<file path="config.mk">
export PLATFORM = sky130hd
export DESIGN_NAME = track_table_update
export DESIGN_NICKNAME = d
export VERILOG_FILES = /design/src/rtl/ttu_pkg.sv /design/src/rtl/ttu_ram.sv /design/src/rtl/track_table_update.sv
export SDC_FILE = /design/constraint.sdc
export NUM_CORES = 2
export LEC_CHECK = 0
export BUFFER_PORTS_ARGS = -buffer_cell sky130_fd_sc_hd__buf_2
export CORE_UTILIZATION = 35
export DETAILED_ROUTE_END_ITERATION = 8
export GPL_TIMING_DRIVEN = 0
export PLACE_DENSITY = 0.53
export SYNTH_ARGS = -nofsm -noshare
export SYNTH_HDL_FRONTEND = slang
export SYNTH_SLANG_ARGS = --single-unit
</file>
<file path="constraint.sdc">
create_clock -name clk -period 21.3 [get_ports clk]
set_clock_uncertainty 0.2 [all_clocks]
set_input_delay 1.065 -clock clk [delete_from_list [all_inputs] [get_ports clk]]
set_output_delay 1.065 -clock clk [all_outputs]
set_load 0.03 [all_outputs]
</file>
<file path="src/rtl/ttu_pkg.sv">
// Shared types and constants of the track table update block.
package ttu_pkg;

	// input item kinds
	localparam logic [1:0] KIND_FRAME_START = 2'd0;
	localparam logic [1:0] KIND_DETECTION   = 2'd1;
	localparam logic [1:0] KIND_FRAME_END   = 2'd2;

	// verdict codes
	localparam logic [1:0] ACT_ADDED   = 2'd0;
	localparam logic [1:0] ACT_UPDATED = 2'd1;
	localparam logic [1:0] ACT_REMOVED = 2'd2;
	localparam logic [1:0] ACT_IGNORED = 2'd3;

	// report kinds
	localparam logic RK_VERDICT = 1'b0;
	localparam logic RK_REPORT  = 1'b1;

	// configuration register indexes
	localparam int unsigned CFG_IDX_W = 3;
	localparam int unsigned CFG_DATA_W = 12;
	localparam logic [CFG_IDX_W-1:0] CFG_PAD_MARGIN    = 3'd0;
	localparam logic [CFG_IDX_W-1:0] CFG_NEAR_LIMIT    = 3'd1;
	localparam logic [CFG_IDX_W-1:0] CFG_INITIAL_LIFE  = 3'd2;
	localparam logic [CFG_IDX_W-1:0] CFG_WINDOW_WIDTH  = 3'd3;
	localparam logic [CFG_IDX_W-1:0] CFG_WINDOW_HEIGHT = 3'd4;

	// width of the slot field
	localparam int unsigned SLOT_W = 4;

	// distance that stands for "no match yet"
	localparam logic [13:0] NO_MATCH_DIST = 14'd10000;

	// one table entry as stored in the RAM
	typedef struct packed {
		logic signed [15:0] x;
		logic signed [15:0] y;
		logic [11:0]        w;
		logic [11:0]        h;
		logic [7:0]         life;
	} entry_t;

	// one result beat
	typedef struct packed {
		logic               report_kind;
		logic [1:0]         action;
		logic [SLOT_W-1:0]  slot;
		logic signed [15:0] x;
		logic signed [15:0] y;
		logic [11:0]        w;
		logic [11:0]        h;
		logic [7:0]         life;
		logic               entry_valid;
		logic               last;
	} result_t;

endpackage

</file>
<file path="src/rtl/ttu_ram.sv">
// Generic simple dual-port RAM with one write port and a registered read port.
module ttu_ram #(
	parameter int WIDTH = 64,
	parameter int DEPTH = 16
) (
	input  logic                                           clk,
	input  logic                                           we,
	input  logic [((DEPTH > 1) ? $clog2(DEPTH) : 1)-1:0]   waddr,
	input  logic [WIDTH-1:0]                               wdata,
	input  logic [((DEPTH > 1) ? $clog2(DEPTH) : 1)-1:0]   raddr,
	output logic [WIDTH-1:0]                               rdata
);
	logic [WIDTH-1:0] mem_q [DEPTH];

	// write port
	always_ff @(posedge clk) begin
		if (we) begin
			mem_q[waddr] <= wdata;
		end
	end

	// registered read
	always_ff @(posedge clk) begin
		rdata <= mem_q[raddr];
	end

endmodule

</file>
<file path="src/rtl/track_table_update.sv">
// Track table update: ordered table of tracked boxes with life counts, updated by items.
//
// An item is taken when start is high and busy is low; busy stays high while the
// sequencer walks the table, one entry per cycle through the table RAM's read port.
// Frame start gives no result. A detection gives one verdict beat; a removal adds a
// compaction walk. A frame end makes two walks: one deletes dead entries and applies
// the offset, a second reports the survivors, one beat per cycle, last set on the
// final one. Results appear for one cycle on result_valid and cannot be held off.
// Configuration writes are taken at any time but belong to idle periods.
module track_table_update #(
	parameter int MAX_TARGETS = 16
) (
	input  logic                  clk,
	input  logic                  arst_n,
	// configuration
	input  logic                  cfg_we,
	input  logic [2:0]            cfg_index,
	input  logic [11:0]           cfg_data,
	// command
	input  logic                  start,
	output logic                  busy,
	input  logic [1:0]            kind,
	input  logic [11:0]           box_x,
	input  logic [11:0]           box_y,
	input  logic [11:0]           box_w,
	input  logic [11:0]           box_h,
	input  logic                  no_new_targets,
	input  logic signed [15:0]    shift_x,
	input  logic signed [15:0]    shift_y,
	// results
	output logic                  result_valid,
	output logic                  report_kind,
	output logic [1:0]            action,
	output logic [3:0]            slot,
	output logic signed [15:0]    target_x,
	output logic signed [15:0]    target_y,
	output logic [11:0]           target_w,
	output logic [11:0]           target_h,
	output logic [7:0]            life_left,
	output logic                  entry_valid,
	output logic                  last
);
	import ttu_pkg::*;

	localparam int IDX_W = (MAX_TARGETS > 1) ? $clog2(MAX_TARGETS) : 1;
	localparam int CNT_W = $clog2(MAX_TARGETS + 1);
	localparam int ENT_W = $bits(entry_t);
	localparam logic [CNT_W-1:0] MAX_CNT = CNT_W'(MAX_TARGETS);

	// sequencer states
	localparam logic [2:0] ST_IDLE   = 3'd0;
	localparam logic [2:0] ST_DEC    = 3'd1;
	localparam logic [2:0] ST_SCAN   = 3'd2;
	localparam logic [2:0] ST_DECIDE = 3'd3;
	localparam logic [2:0] ST_SHIFT  = 3'd4;
	localparam logic [2:0] ST_COMP   = 3'd5;
	localparam logic [2:0] ST_REPORT = 3'd6;

	function automatic logic [SLOT_W-1:0] to_slot(input logic [CNT_W-1:0] v);
		logic [CNT_W+SLOT_W-1:0] wide;
		wide = {{SLOT_W{1'b0}}, v};
		return wide[SLOT_W-1:0];
	endfunction

	// configuration registers
	logic [9:0]  pad_margin_q;
	logic [11:0] near_limit_q;
	logic [7:0]  initial_life_q;
	logic [11:0] window_width_q;
	logic [11:0] window_height_q;

	always_ff @(posedge clk or negedge arst_n) begin
		if (!arst_n) begin
			pad_margin_q    <= 10'd10;
			near_limit_q    <= 12'd30;
			initial_life_q  <= 8'd5;
			window_width_q  <= 12'd640;
			window_height_q <= 12'd480;
		end else if (cfg_we) begin
			unique case (cfg_index)
				CFG_PAD_MARGIN:    pad_margin_q    <= cfg_data[9:0];
				CFG_NEAR_LIMIT:    near_limit_q    <= cfg_data;
				CFG_INITIAL_LIFE:  initial_life_q  <= cfg_data[7:0];
				CFG_WINDOW_WIDTH:  window_width_q  <= cfg_data;
				CFG_WINDOW_HEIGHT: window_height_q <= cfg_data;
				default: ;
			endcase
		end
	end

	// control state
	logic [2:0]       state_q;
	logic [CNT_W-1:0] count_q;
	logic [CNT_W-1:0] iss_q;
	logic [CNT_W-1:0] keep_q;
	logic             rd_vld_s1;
	logic [CNT_W-1:0] rd_idx_s1;
	logic             matched_q;
	logic [13:0]      best_q;
	logic [CNT_W-1:0] best_idx_q;
	entry_t           best_ent_q;
	logic             result_valid_q;
	result_t          res_q;

	// latched item
	logic [11:0]        bx_q, by_q, bw_q, bh_q;
	logic               no_new_q;
	logic signed [15:0] sx_q, sy_q;

	// table RAM
	logic             ram_we;
	logic [IDX_W-1:0] ram_waddr;
	entry_t           ram_wdata;
	logic [ENT_W-1:0] ram_rdata;
	entry_t           rd_ent;
	logic             issue;
	logic             walk_done;
	logic             in_walk;

	assign rd_ent = entry_t'(ram_rdata);

	ttu_ram #(
		.WIDTH(ENT_W),
		.DEPTH(MAX_TARGETS)
	) u_table (
		.clk  (clk),
		.we   (ram_we),
		.waddr(ram_waddr),
		.wdata(ram_wdata),
		.raddr(iss_q[IDX_W-1:0]),
		.rdata(ram_rdata)
	);

	// walk control: one read issued per cycle until the table end
	assign in_walk = (state_q == ST_DEC) || (state_q == ST_SCAN) || (state_q == ST_SHIFT) ||
		(state_q == ST_COMP) || (state_q == ST_REPORT);
	assign issue     = in_walk && (iss_q < count_q);
	assign walk_done = in_walk && (iss_q == count_q) && !rd_vld_s1;

	// padded window test
	logic signed [13:0] right_x, right_y, lim_x, lim_y;
	logic               in_window;

	assign right_x = signed'({2'b00, bx_q}) + signed'({2'b00, bw_q});
	assign right_y = signed'({2'b00, by_q}) + signed'({2'b00, bh_q});
	assign lim_x   = signed'({2'b00, window_width_q}) - signed'({4'b0000, pad_margin_q});
	assign lim_y   = signed'({2'b00, window_height_q}) - signed'({4'b0000, pad_margin_q});
	assign in_window = ({2'b00, bx_q} > {4'b0000, pad_margin_q}) &&
		({2'b00, by_q} > {4'b0000, pad_margin_q}) &&
		(right_x < lim_x) && (right_y < lim_y);

	// shared distance unit
	logic signed [17:0] diff_x, diff_y;
	logic [17:0]        abs_x, abs_y;
	logic               near_ok;
	logic [12:0]        gap_sum;

	assign diff_x  = signed'({6'd0, bx_q}) - signed'({{2{rd_ent.x[15]}}, rd_ent.x});
	assign diff_y  = signed'({6'd0, by_q}) - signed'({{2{rd_ent.y[15]}}, rd_ent.y});
	assign abs_x   = diff_x[17] ? 18'(-diff_x) : 18'(diff_x);
	assign abs_y   = diff_y[17] ? 18'(-diff_y) : 18'(diff_y);
	assign near_ok = (abs_x <= {6'd0, near_limit_q}) && (abs_y <= {6'd0, near_limit_q});
	assign gap_sum = {1'b0, abs_x[11:0]} + {1'b0, abs_y[11:0]};

	// offset with saturation
	logic signed [16:0] sum_x, sum_y;
	logic signed [15:0] moved_x, moved_y;

	assign sum_x = {rd_ent.x[15], rd_ent.x} + {sx_q[15], sx_q};
	assign sum_y = {rd_ent.y[15], rd_ent.y} + {sy_q[15], sy_q};
	assign moved_x = (sum_x[16] != sum_x[15]) ? (sum_x[16] ? 16'sh8000 : 16'sh7fff) :
		sum_x[15:0];
	assign moved_y = (sum_y[16] != sum_y[15]) ? (sum_y[16] ? 16'sh8000 : 16'sh7fff) :
		sum_y[15:0];

	// entry life after update
	logic [7:0] life_up;
	assign life_up = (best_ent_q.life == 8'hff) ? 8'hff : best_ent_q.life + 8'd1;

	// new entry from the detected box
	entry_t box_ent;
	assign box_ent = '{x: signed'({4'd0, bx_q}), y: signed'({4'd0, by_q}),
		w: bw_q, h: bh_q, life: initial_life_q};

	logic [CNT_W-1:0] prev_idx;
	logic [CNT_W-1:0] keep_prev;
	logic             can_add;
	assign prev_idx  = rd_idx_s1 - 1'b1;
	assign keep_prev = count_q - 1'b1;
	assign can_add   = !no_new_q && in_window && (count_q < MAX_CNT);

	// RAM write selection
	always_comb begin
		ram_we    = 1'b0;
		ram_waddr = keep_q[IDX_W-1:0];
		ram_wdata = rd_ent;
		unique case (state_q)
			ST_DEC: begin
				ram_we    = rd_vld_s1;
				ram_waddr = rd_idx_s1[IDX_W-1:0];
				ram_wdata.life = (rd_ent.life != 8'd0) ? rd_ent.life - 8'd1 : 8'd0;
			end
			ST_COMP: begin
				ram_we    = rd_vld_s1 && (rd_ent.life != 8'd0);
				ram_waddr = keep_q[IDX_W-1:0];
				ram_wdata.x = moved_x;
				ram_wdata.y = moved_y;
			end
			ST_SHIFT: begin
				ram_we    = rd_vld_s1;
				ram_waddr = prev_idx[IDX_W-1:0];
			end
			ST_DECIDE: begin
				if (!matched_q) begin
					ram_we    = can_add;
					ram_waddr = count_q[IDX_W-1:0];
					ram_wdata = box_ent;
				end else if (in_window) begin
					ram_we    = 1'b1;
					ram_waddr = best_idx_q[IDX_W-1:0];
					ram_wdata = box_ent;
					ram_wdata.life = life_up;
				end
			end
			default: ;
		endcase
	end

	// sequencer
	always_ff @(posedge clk or negedge arst_n) begin
		if (!arst_n) begin
			state_q        <= ST_IDLE;
			count_q        <= '0;
			iss_q          <= '0;
			keep_q         <= '0;
			rd_vld_s1      <= 1'b0;
			rd_idx_s1      <= '0;
			matched_q      <= 1'b0;
			best_q         <= NO_MATCH_DIST;
			best_idx_q     <= '0;
			result_valid_q <= 1'b0;
		end else begin
			result_valid_q <= 1'b0;
			rd_vld_s1      <= issue;
			rd_idx_s1      <= iss_q;
			if (issue) begin
				iss_q <= iss_q + 1'b1;
			end
			unique case (state_q)
				ST_IDLE: begin
					iss_q     <= '0;
					keep_q    <= '0;
					matched_q <= 1'b0;
					best_q    <= NO_MATCH_DIST;
					if (start) begin
						case (kind)
							KIND_FRAME_START: state_q <= ST_DEC;
							KIND_DETECTION:   state_q <= ST_SCAN;
							KIND_FRAME_END:   state_q <= ST_COMP;
							default:          state_q <= ST_IDLE;
						endcase
					end
				end
				ST_DEC: begin
					if (walk_done) begin
						state_q <= ST_IDLE;
					end
				end
				ST_SCAN: begin
					if (rd_vld_s1 && near_ok) begin
						matched_q <= 1'b1;
						if ({1'b0, gap_sum} < best_q) begin
							best_q     <= {1'b0, gap_sum};
							best_idx_q <= rd_idx_s1;
						end
					end
					if (walk_done) begin
						state_q <= ST_DECIDE;
					end
				end
				ST_DECIDE: begin
					result_valid_q <= 1'b1;
					if (!matched_q) begin
						state_q <= ST_IDLE;
						if (can_add) begin
							count_q <= count_q + 1'b1;
						end
					end else if (in_window) begin
						state_q <= ST_IDLE;
					end else begin
						iss_q   <= best_idx_q + 1'b1;
						state_q <= ST_SHIFT;
					end
				end
				ST_SHIFT: begin
					if (walk_done) begin
						count_q <= keep_prev;
						state_q <= ST_IDLE;
					end
				end
				ST_COMP: begin
					if (rd_vld_s1 && (rd_ent.life != 8'd0)) begin
						keep_q <= keep_q + 1'b1;
					end
					if (walk_done) begin
						count_q <= keep_q;
						iss_q   <= '0;
						if (keep_q == '0) begin
							result_valid_q <= 1'b1;
							state_q        <= ST_IDLE;
						end else begin
							state_q <= ST_REPORT;
						end
					end
				end
				ST_REPORT: begin
					result_valid_q <= rd_vld_s1;
					if (walk_done) begin
						state_q <= ST_IDLE;
					end
				end
				default: state_q <= ST_IDLE;
			endcase
		end
	end

	// best entry payload captured during the scan
	always_ff @(posedge clk) begin
		if (state_q == ST_SCAN && rd_vld_s1 && near_ok && ({1'b0, gap_sum} < best_q)) begin
			best_ent_q <= rd_ent;
		end
	end

	// latch the item on accept
	always_ff @(posedge clk) begin
		if (start && !busy) begin
			bx_q     <= box_x;
			by_q     <= box_y;
			bw_q     <= box_w;
			bh_q     <= box_h;
			no_new_q <= no_new_targets;
			sx_q     <= shift_x;
			sy_q     <= shift_y;
		end
	end

	// result beat payload
	always_ff @(posedge clk) begin
		unique case (state_q)
			ST_DECIDE: begin
				res_q.report_kind <= RK_VERDICT;
				res_q.last        <= 1'b1;
				res_q.entry_valid <= 1'b1;
				res_q.x           <= box_ent.x;
				res_q.y           <= box_ent.y;
				res_q.w           <= bw_q;
				res_q.h           <= bh_q;
				if (!matched_q) begin
					if (can_add) begin
						res_q.action <= ACT_ADDED;
						res_q.slot   <= to_slot(count_q);
						res_q.life   <= initial_life_q;
					end else begin
						res_q.action      <= ACT_IGNORED;
						res_q.slot        <= '0;
						res_q.life        <= '0;
						res_q.entry_valid <= 1'b0;
					end
				end else if (in_window) begin
					res_q.action <= ACT_UPDATED;
					res_q.slot   <= to_slot(best_idx_q);
					res_q.life   <= life_up;
				end else begin
					res_q.action <= ACT_REMOVED;
					res_q.slot   <= to_slot(best_idx_q);
					res_q.x      <= best_ent_q.x;
					res_q.y      <= best_ent_q.y;
					res_q.w      <= best_ent_q.w;
					res_q.h      <= best_ent_q.h;
					res_q.life   <= best_ent_q.life;
				end
			end
			ST_COMP: begin
				// empty table report
				res_q <= '{report_kind: RK_REPORT, action: ACT_ADDED, slot: '0,
					x: '0, y: '0, w: '0, h: '0, life: '0, entry_valid: 1'b0, last: 1'b1};
			end
			ST_REPORT: begin
				res_q.report_kind <= RK_REPORT;
				res_q.action      <= ACT_ADDED;
				res_q.slot        <= to_slot(rd_idx_s1);
				res_q.x           <= rd_ent.x;
				res_q.y           <= rd_ent.y;
				res_q.w           <= rd_ent.w;
				res_q.h           <= rd_ent.h;
				res_q.life        <= rd_ent.life;
				res_q.entry_valid <= 1'b1;
				res_q.last        <= (rd_idx_s1 == keep_prev);
			end
			default: ;
		endcase
	end

	// outputs
	assign busy         = (state_q != ST_IDLE);
	assign result_valid = result_valid_q;
	assign report_kind  = res_q.report_kind;
	assign action       = res_q.action;
	assign slot         = res_q.slot;
	assign target_x     = res_q.x;
	assign target_y     = res_q.y;
	assign target_w     = res_q.w;
	assign target_h     = res_q.h;
	assign life_left    = res_q.life;
	assign entry_valid  = res_q.entry_valid;
	assign last         = res_q.last;

endmodule
</file>
==> results.md <==
* Status: complete, but fails checks
* Violations in the final reports: design-rule violations, max-capacitance violations, max-slew violations
* Share of the clock period used by the worst path after layout at 0.478
* Number of filler instances in the final layout at 15918
* Synth-to-layout area growth at 16.5%
* Row cnt at 154
* Number of top-level pins at 177
* Final setup TNS at 0 ps
* Per-cell via count in the routed design at 5.54
* Internal Pwr Total at 7050 uW
* Post-cts sizing count at 0
* Class of the most critical setup path: reg2reg
* CTS Buffer Depth at 3
* Path class of the lowest-slack min-delay path: in2async
* Sequential area share after synthesis at 0.660
* Worst VDD drop at 0.152 mV
* Ratio of cells with drive above 1 in the final layout at 0.211
* Post-synthesis cell type count at 96
* DRC violations left at 14
* Count of placed standard cells in the final layout, fillers left out at 6714
* Post-CTS setup-driven buffer insertion count at 0
* Number of buffers added by the clock tree synthesis step at 152
* Iteration count of the initial detailed-routing pass at 8
* Root cell of the clock tree: sky130_fd_sc_hd__clkbuf_16
* Number of enable flip-flop cells after synthesis at 1242
* Total die area at 179000 sq um
* Number of buffers inserted for hold repair after clock tree synthesis at 0
* Commonest register cell after synthesis: sky130_fd_sc_hd__edfxtp_1
* Weighted congestion at the end of routability-driven global placement at 0.887
* Total global routing track utilization at 0.215
* Final hold vios at 0
* Final core occ at 0.411
* Leak at 0.0248 uW
* Commonest cells in the netlist: 1242 x sky130_fd_sc_hd__edfxtp_1, 320 x sky130_fd_sc_hd__mux4_2, 262 x sky130_fd_sc_hd__nand2_1, 209 x sky130_fd_sc_hd__ha_1, 158 x sky130_fd_sc_hd__o21ai_0
* Global routing usage on met2 at 0.345
* Global routing's busiest layer: met2
* Data arrival at the endpoint of the critical path at 10410 ps
* Dominant cells by area after synthesis: sky130_fd_sc_hd__edfxtp_1 60%, sky130_fd_sc_hd__mux4_2 12%, sky130_fd_sc_hd__ha_1 4.2%, sky130_fd_sc_hd__dfrtp_1 3.2%, sky130_fd_sc_hd__dfxtp_1 2.1%
* Vias at 37168
* Die span in y at 424 um
* Maximum number of pins on one net before global-route repair at 62
* DIE WIDTH at 424 um
* Relative contribution of combinational cells to total power at 0.420
* Source-to-sink clock delay at the later pin of the worst-skew pair at 810 ps
* Number of slew-limit violations in the final report at 11
* Routed wire length at 194000 um
* Combined area of all synthesized cells at 62200 sq um
* Port Buf Inserts at 176
* Top cell type by total area after synthesis: sky130_fd_sc_hd__edfxtp_1
* Critical path startpoint category: flip-flop
* Fraction of power spent switching nets at 0.385
* Worst-case setup margin in the final layout at 11120 ps
* H-tree level count at 4
* Overflow after GRT at 0
* Worst slew margin relative to its limit at -0.0149
* Global-route wire length before repair at 274000 um
* Total nets after synthesis at 4159
* Pre-CTS WS at 10860 ps
* Seq cells post-synth at 1405
* Crit-path max FO at 16
* Number of nets in the layout at 4562
* Maxcap violations at 1
* P_sw at 4420 uW
* # clock sinks at 1405
* Total setup violations reported at the end of the flow at 0
* Syn_area_per_cell at 16.2 sq um
* Avg WL per Cell at 28.8 um
* Portion of synthesized cell area occupied by the leading cell type at 0.599
* Top-count cell post-synth: sky130_fd_sc_hd__edfxtp_1
* Remaining antenna violation count at 0
* Initial DRC Count at 3815
* Cell total after placement at 6427
* Total power divided by cell area at 158 nW/um^2
* Via count of the first global-routing pass at 36542
* Share of flip-flops with an asynchronous set or reset after synthesis at 0.0705
* Final period demand of the worst path at 10180 ps
* Number of cells produced by synthesis at 3839
* Std-Cell Core Area at 176000 sq um
* CTS tree: done
* Hold slack at 62.8 ps
* Initial antenna violation count at 5
* Kind of end point of the critical path: flip-flop
* Highest attainable clock frequency at 98.2 MHz
* Global routing met3 resource utilization at 0.0310
* Total number of yosys warnings at 0
* Data required time of the worst path at 21530 ps
* Clock power frac at 0.227
* Clock transition at the register clock pins on the worst setup and hold paths after CTS at 60 ps
* Post-detail-place hpwl at 136000 um
* Initial standard-cell utilization of the core at 0.353
* Met1 GRT Util at 0.293
* Setup repair after global routing missed its margin: false
* Measured slew at the worst slew-check pin at 1520 ps
* Share of total power in sequential cells at 0.354
==> power groups by stage <==
stage	clock network [uW]	registers (uW)	logic, uW
finish	2600	4060	4810
global route	2750	4080	5320
CTS	2650	4060	4810
detailed placement	0	4120	4780
global placement	0	4160	4650
floorplan	0	4010	3260
==> worst max-delay path: stages (launching register included) <==
cell and delay, ps:
sky130_fd_sc_hd__edfxtp_1 880, sky130_fd_sc_hd__ha_1 360, sky130_fd_sc_hd__a21o_1 160, sky130_fd_sc_hd__a21oi_1 220
sky130_fd_sc_hd__o21bai_1 110, sky130_fd_sc_hd__a21oi_1 240, sky130_fd_sc_hd__o21bai_1 90, sky130_fd_sc_hd__a21oi_1 230
sky130_fd_sc_hd__o21ai_0 160, sky130_fd_sc_hd__o41a_1 350, sky130_fd_sc_hd__xor2_1 150, sky130_fd_sc_hd__ha_1 290
sky130_fd_sc_hd__a22o_1 240, sky130_fd_sc_hd__a221oi_1 190, sky130_fd_sc_hd__and4_1 250, sky130_fd_sc_hd__nand4_1 90
sky130_fd_sc_hd__a211oi_1 500, sky130_fd_sc_hd__o21ai_0 470, sky130_fd_sc_hd__o31ai_1 480, sky130_fd_sc_hd__clkbuf_1 1150
sky130_fd_sc_hd__nand2_1 1080, sky130_fd_sc_hd__clkbuf_1 660, sky130_fd_sc_hd__o211ai_1 1170
==> cells in the final DEF, fill, tap and decap left out, drive strengths merged, types with 18 or more instances in the layout <==
cell type / n
buf: 292
clkinv: 60
nand2b: 26
a21oi: 125
xor2: 46
clkbuf: 319
mux2: 41
o21a: 28
and2: 18
nor2: 138
a31oi: 18
nand2: 262
nand4: 37
xnor2: 82
nand3: 70
inv: 146
edfxtp: 1242
o21ai: 163
o22ai: 36
a211oi: 27
nor2b: 29
mux4: 320
dfrtp: 80
mux2i: 61
and3: 25
dfxtp: 64
nor3: 50
dfstp: 19
ha: 209
a21o: 54
==> layout make-up <==
class,count,area (sq um),area share
clock buffer,198,4150,0.0573
sequential,1405,41100,0.567
buffer,164,634,0.00875
timing repair buffer,249,2200,0.0303
multi-input combinational,2135,20200,0.279
tap,2340,2930,0.0404
inverter,135,507,0.00699
antenna,4,10.0,0.000138
clock inverter,84,738,0.0102
==> final timing paths <==
check,from,endpoint,slack (ps),depth (start not counted)
max in group asynchronous,arst_n,window_height_q[5],20070,2
worst min register to register,iss_q[0],rd_idx_s1[0],230,0
min in group clk,box_y[1],by_q[1],230,1
worst max register to register,bx_q[1],u_table.mem_q[8][33],11120,22
worst min-delay path,arst_n,keep_q[4],60,1
worst max-delay path,bx_q[1],u_table.mem_q[8][33],11120,22
==> registers in the layout, summed over array words and instances (netlist names), 8 cells and up <==
name             flops
best_ent_q          64
best_q              14
bh_q                12
bw_q                12
bx_q                12
by_q                12
initial_life_q       8
life_left            8
near_limit_q        12
pad_margin_q        10
sx_q                16
sy_q                16
target_h            12
target_w            12
target_x            16
target_y            16
u_table.mem_q     1024
u_table.rdata       64
window_height_q     12
window_width_q      12
==> per-stage QoR <==
stage                     instance area (sq um)  total power (uW)
final                                     72500             11500
after global routing                      72500             12100
after CTS                                 72400             11500
after detailed placement                  67600              8900
after global placement                    66000              8810
after floorplan                           62200              7280
==> cells by family (layout without fill, tap and decap cells) <==
logic type,count (synthesis),after routing,synth area share
buf+inv,299,830,0.0183
mux,422,422,0.133
xor+xnor,128,128,0.0180
compound gates,635,635,0.0679
fa+ha+maj,220,220,0.0452
simple gates,730,730,0.0573
flops,1405,1405,0.660
other cells,0,4,0
==> routing by layer <==
metal / up-vias / share of wire
li1: 16133 / -
met1: 19468 / 0.43
met4: 2 / 0.041
met2: 1327 / 0.47
met5: - / 0.000088
met3: 238 / 0.058
(Power assumes the default switching activity.)
